File: config.mk
export PLATFORM = sky130hd
export DESIGN_NAME = cks_ram
export DESIGN_NICKNAME = d
export VERILOG_FILES = /design/src/assert_macros.svh /design/src/cks_ram.sv
export SDC_FILE = /design/constraint.sdc
export NUM_CORES = 1
export LEC_CHECK = 0
export CORE_MARGIN = 3
export CORE_UTILIZATION = 41
export CTS_BUF_LIST = sky130_fd_sc_hd__clkbuf_8
export CTS_CLUSTER_DIAMETER = 50
export CTS_CLUSTER_SIZE = 30
export DETAILED_ROUTE_END_ITERATION = 12
export DONT_BUFFER_PORTS = 1
export GPL_TIMING_DRIVEN = 0
export PLACE_DENSITY_LB_ADDON = 0.12
export SKIP_CTS_REPAIR_TIMING = 1
export SLEW_MARGIN = 0
export SYNTH_ARGS = -nofsm -noshare
export SYNTH_HDL_FRONTEND = slang
export SYNTH_SLANG_ARGS = --single-unit
File: constraint.sdc
create_clock -name clk_i -period 10.3 [get_ports clk_i]
set_input_delay 1.03 -clock clk_i [delete_from_list [all_inputs] [get_ports clk_i]]
set_output_delay 1.03 -clock clk_i [all_outputs]
set_load 0.01 [all_outputs]
File: src/assert_macros.svh
// Assertion helper macros for the keystream block.
`ifndef ASSERT_MACROS_SVH
`define ASSERT_MACROS_SVH
// Overlapping implication under clock and reset.
`define ASSERT_IMPL(label, ante, cons) \
  label: assert property (@(posedge clk_i) disable iff (!rst_ni) (ante) |-> (cons)) \
    else $error("assertion failed");
// Next-cycle implication under clock and reset.
`define ASSERT_NEXT(label, ante, cons) \
  label: assert property (@(posedge clk_i) disable iff (!rst_ni) (ante) |=> (cons)) \
    else $error("assertion failed");
`endif

File: src/cks_ram.sv
`timescale 1ns / 1ps
`default_nettype none
// ----------------------------------------------------------------------------
// cks_ram: generic simple dual-port RAM (one write port, one read port)
// One write and one read per cycle, registered read data.
// ----------------------------------------------------------------------------
module cks_ram #(
  parameter int unsigned Width = 32,
  parameter int unsigned Depth = 16
) (
  input  wire logic                     clk_i,
  input  wire logic                     we_i,
  input  wire logic [$clog2(Depth)-1:0] waddr_i,
  input  wire logic [Width-1:0]         wdata_i,
  input  wire logic [$clog2(Depth)-1:0] raddr_i,
  output logic      [Width-1:0]         rdata_o
);
  logic [Width-1:0] mem [Depth];
  always_ff @(posedge clk_i) begin
    if (we_i) mem[waddr_i] <= wdata_i;
    rdata_o <= mem[raddr_i];
  end
endmodule
`default_nettype wire
==> reports/summary.txt, run 1 <==
Cell Area, Synth: 19900 µm²
Layout cell share with drive strength beyond 1: 29.0%
Top-level port count: 74
Gate Count Post-Synth: 838
Critical Path AT: 2840 ps
Post-Place Cells: 1480
Setup TNS: 0 ps
Total core area: 47700 µm²
Pin count of the biggest net entering global routing: 22
Die Y: 226 µm
FF-to-FF setup slack: 8870 ps
MaxCap Viol Count: 0
# nets final: 959
Crit path max fanout: 10
1st-iter DRT viols: 782
Pwr/cell area: 184 nW/µm²
Critical Path Source Type: input pin
Yosys top cell by area: edfxtp_1
Routed via count: 8853
CTS clk-pin slew, worst paths: 120 ps
CTS tree: built
Area contributors post-synth: edfxtp_1, mux4_2, dfxtp_1
Die area: 51100 µm²
Drc violations: 0
Post-DRT Antenna Nets: 0
Number of synthesized register bits: 544
First-pass GRT wire length: 65.4 mm
HPWL Detailed: 27.7 mm
Clk_skew: 23.2 ps
Initial Util: 41.6%
Final Instance Count excl. Fillers: 1574
Endpoint, Worst Hold: mem[5][15]$_DFFE_PP_
Avg WL per Cell: 28.6 µm
Area Overhead vs Synth: 12.6%
HP Class: input pin to register
Worst r2r src: mem[3][31]$_DFFE_PP_
Normalized max-slew margin: 30.2%
Post-synth ARST share: 0%
Grt ovf: 0
LEAKAGE: 6.92 nW
Critical R2R Capture: rdata_o[31]$_DFF_P_
Tcrit/Tclk final: 22.4%
Fin area: 22400 µm²
CP endpoint kind: register
Achievable Freq: 0.433 GHz
FP Rows: 80
Clk buf depth: 3
Hold Vio Cnt, Final: 0
Hold wc startpoint: wdata_i[15]
Util after Layout: 46.8%
Register area share after synthesis: 80.7%
Vias/cell: 5.62
Worst hold slack: 445 ps
Drt pass-1 iters: 5
Endpoints failing setup: 0
Total wire length: 45.0 mm
Synth Net Count: 880
Peak VDD IR: 0.111 mV
Tmin final: 2310 ps
Status: completed
Fin. max-slew vios: 0
Clock Sinks: 544
Total track usage: 18.0%
DP Area: 21200 µm²
Netlist cell types: 18
Top FF cell, synth: edfxtp_1
Most common library cells after synthesis: edfxtp_1, mux4_2, a22oi_1
Area share of the largest cell type after synthesis: 77.4%
RSZ-0062 raised after global routing: false
H-tree levels: 2
Post-synth EDFFs: 512
Slew @ Worst Pin: 1040 ps
Die W: 226 µm
R2R depth: 3
Routability cong.: 0.693
Number of I/O port buffers: 0
Hold Path Stages: 0
Num CTS Buffers: 50
Worst skew pair latency: 650 ps
Required @ worst endpoint: 10830 ps
Synth warn: 0
Avg Inst Size Synth: 23.7 µm²
Top-count cell post-synth: edfxtp_1
Number of fillers in the final layout: 3873
Vias in the first global route: 9523
CTS root buf: clkbuf_8
Antenna violations before repair: 1
Setup CP Type: input pin to register
==> power by group <==
group | internal, mW | switching [mW]
logic | 0.0789 | 0.0991
clock network | 0.579 | 0.856
registers | 2.47 | 0.0223
total | 3.13 | 0.978
==> stage by stage <==
stage | setup WS [ps] | total power, mW
final | 7990 | 4.11
after global routing | 7960 | 4.27
after CTS | 7990 | 4.17
after detailed placement | 7260 | 2.73
after global placement | 3210 | 2.72
after floorplan | 6090 | 2.66
==> kinds of logic (layout without fill, tap and decap cells) <==
group | count (synthesis) | after routing | synth area share [%]
DFF | 544 | 544 | 80.7
muxes | 128 | 128 | 14.5
AOI/OAI and AO/OA | 64 | 64 | 2.42
and+or+nand+nor | 59 | 59 | 1.27
buffers and inverters | 43 | 163 | 1.12
other | 0 | 1 | 0
==> layer usage <==
metal / vias up / wire length [µm] / global-route usage (%)
met3: 60 / 3000 / 4.34
met1: 4794 / 19400 / 25.4
met5: - / 13 / 0
met4: 2 / 744 / 3.97
li1: 3732 / - / -
met2: 265 / 21900 / 28.9
==> placed cells by master (no fill, tap or decap), drive strengths merged <==
cell type / netlist / final
inv: 0 / 23
a22oi: 64 / 64
dfxtp: 32 / 32
buf: 26 / 53
nand3: 1 / 1
nor2: 13 / 13
mux4: 128 / 128
nand3b: 2 / 2
nand2: 33 / 33
clkinvlp: 0 / 3
nand2b: 2 / 2
clkbuf: 17 / 70
diode: 0 / 1
clkinv: 0 / 13
nor2b: 2 / 2
nor3: 4 / 4
and2: 1 / 1
or3b: 1 / 1
bufinv: 0 / 1
edfxtp: 512 / 512
==> worst max path at each step <==
stage / to / cells after the start / startpoint / slack, ps
2_1_floorplan: mem[0][0]$_DFFE_PP_ / 2 / waddr_i[2] / 6090
3_3_place_gp: mem[0][4]$_DFFE_PP_ / 2 / waddr_i[2] / 3210
3_5_place_dp: rdata_o[21]$_DFF_P_ / 5 / raddr_i[1] / 7260
4_1_cts: rdata_o[21]$_DFF_P_ / 5 / raddr_i[1] / 7990
5_1_grt: rdata_o[16]$_DFF_P_ / 5 / raddr_i[1] / 7960
6_report: rdata_o[16]$_DFF_P_ / 5 / raddr_i[1] / 7990
==> critical path, cell delays in order <==
cell,delay [ps]
buf_2,240
buf_1,810
mux4_2,420
a22oi_1,200
nand2_1,140
==> flip-flops by register name (all words and copies together), names as in the netlist <==
signal   flops
mem        512
rdata_o     32
==> cell type report <==
type | count | area [µm²] | share of cell area [%]
Buffer | 43 | 223 | 0.996
Tap cell | 615 | 769 | 3.44
Antenna cell | 1 | 2.50 | 0.0112
Sequential cell | 544 | 16000 | 71.6
Multi-Input combinational cell | 251 | 3730 | 16.7
Timing Repair Buffer | 27 | 447 | 2.00
Clock inverter | 40 | 449 | 2.01
Clock buffer | 53 | 729 | 3.26
Note: power is estimated with default switching activity, not from simulation.
==> inputs of run 2 (changes only) <==
clock period = 2.05 ns   (was 10.3 ns; I/O delays follow)
==> run 2 against run 1 <==
Net effect:
- sequential share of layout area fell by 1.1 points
- power increased to 5.0 times the previous value
- final cell count increased by 1.3%
- routed wire length up 0.21%
- critical path depth fell by 1
- clock power rose to 4.8 times the previous value
- register-to-register slack got worse by 8300 ps
- critical endpoint is now mem[4][0]$_DFFE_PP_
==> reports/summary.txt, run 2 (same netlist as run 1, synthesis figures left out) <==
Status: completed
Critical Path AT: 2170 ps (-670 ps)
Drt pass-1 iters: 5 (unchanged)
Worst-path cell chain: dlygate4sd3_1 -> nor3_4 -> buf_8 -> buf_16
DP Area: 21300 µm² (+0.47%)
Initial Util: 41.6% (unchanged)
Commonest cells after routing, fill and taps aside: edfxtp_1, mux4_2, a22oi_1
CTS tree: built
Clk buf depth: 3 (unchanged)
Crit path max fanout: 13 (+3)
HP Class: input pin to register
RSZ-0062 raised after global routing: false
Endpoints failing setup: 0 (unchanged)
Vias in the first global route: 9478 (-0.47%)
1st-iter DRT viols: 796 (+1.8%)
Tcrit/Tclk final: 88.0%
Die Y: 226 µm (unchanged)
Worst skew pair latency: 660 ps (about the same)
Total wire length: 45.1 mm (+0.21%)
Max reg flops: 512 (unchanged)
Largest stage delay on the critical path: 790 ps (-20 ps)
Total track usage: 17.9% (-0.16 points)
Layout cell share with drive strength beyond 1: 26.9% (-2.1 points)
Hold Vio Cnt, Final: 0 (unchanged)
Normalized max-slew margin: 34.3% (+4.1 points)
Routability cong.: 0.685 (-1.1%)
# nets final: 982 (+2.4%)
Die W: 226 µm (unchanged)
Routed via count: 8967 (+1.3%)
HPWL Detailed: 27.4 mm (-1.2%)
Top Registers: mem x512, rdata_o x32
Vias/cell: 5.62 (about the same)
CP endpoint kind: register
Most common cell after layout, fill and taps aside: edfxtp_1
Number of I/O port buffers: 0 (unchanged)
Setup TNS: 0 ps (unchanged)
Antenna violations before repair: 3 (+2)
Worst r2r src: mem[11][18]$_DFFE_PP_
Hold wc startpoint: raddr_i[3]
Area Overhead vs Synth: 14.4%
Critical Path Source Type: input pin
Grt ovf: 0 (unchanged)
Clk_skew: 31.5 ps (+8.32 ps)
CTS clk-pin slew, worst paths: 90 ps (-30 ps)
Achievable Freq: 0.554 GHz
LEAKAGE: 7.03 nW (+1.6%)
Slew @ Worst Pin: 984 ps (-58.3 ps)
Fin. max-slew vios: 0 (unchanged)
Clock Sinks: 544 (unchanged)
CTS root buf: clkbuf_8
MaxCap Viol Count: 0 (unchanged)
Largest Register: mem
Pre-CTS setup slack: -265 ps (-7520 ps)
Required @ worst endpoint: 2410 ps (-8420 ps)
Setup CP Type: input pin to register
Pin count of the biggest net entering global routing: 22 (unchanged)
Peak VDD IR: 0.669 mV (+500%)
Tmin final: 1800 ps
Worst path slowest cell: nor3_4
FP Rows: 80 (unchanged)
Pwr/cell area: 905 nW/µm² (+390%)
Avg WL per Cell: 28.3 µm (-1.1%)
First-pass GRT wire length: 64.7 mm (-1.1%)
Post-DRT Antenna Nets: 0 (unchanged)
Setup crit start: waddr_i[1]
Total core area: 47700 µm² (unchanged)
Drc violations: 0 (unchanged)
H-tree levels: 2 (unchanged)
Setup ws final: 246 ps (-7750 ps)
Die area: 51100 µm² (unchanged)
Top-level port count: 74 (unchanged)
Fin area: 22700 µm² (+1.6%)
Num CTS Buffers: 45 (-10%)
run 2: cell types whose count changed in the layout (fill, tap and decap cells not counted), moves of 4 or more:
cell and delta:
inv_6 -6, nor3_2 -4, clkbuf_8 -6, buf_6 -13, dlygate4sd3_1 +34, nor3_4 +4
bufinv_16 +4, buf_16 +8, clkinv_2 +5, inv_8 -5
run 2: per-stage QoR:
step	power, mW	hold WS, ps	cells	util, %
global placement	13.6	305	1453	43.3
CTS	20.6	-432	1558	46.8
floorplan	13.4	304	838	-
global route	21.3	44.2	1594	47.6
detailed placement	13.7	305	1474	44.6
finish	20.5	51.6	1595	47.6
run 2: worst paths after layout:
check / endpoint / slack (ps) / cells past startpoint
setup reg to reg: rdata_o[18]$_DFF_P_ / 580 / 3
hold reg to reg: rdata_o[23]$_DFF_P_ / 670 / 3
hold / removal: rdata_o[30]$_DFF_P_ / 50 / 3
setup / recovery: mem[4][0]$_DFFE_PP_ / 250 / 4
run 2: area by class of cell:
cell class	count	area, µm²
diodes	3	7.51
repair buffers	55	861
plain buffers	43	223
clock inverters	37	440
fillers	3763	25000
flip-flops and latches	544	16000
multi-input cells	251	3750
well taps	615	769
clock buffers	47	647
run 2: worst max-delay path, delay by kind of cell:
family | cells | cell delay (ps)
and+or+nand+nor | 1 | 790
buffers and inverters | 3 | 1150
run 2: metal layers:
metal	vias up	wire length (µm)	share of wire, %	GRT usage, %
li1	3770	-	-	-
met4	0	1090	2.4	5.60
met2	310	21600	48	28.1
met5	-	0	0	0
met3	67	3000	6.7	3.81
met1	4820	19400	43	25.4
run 2: report_power, final:
part,switching (mW),internal [mW],leakage (nW)
logic,0.638,0.447,1.60
registers,0.114,12.4,4.89
clock network,3.93,3.00,0.539
total,4.69,15.9,7.03
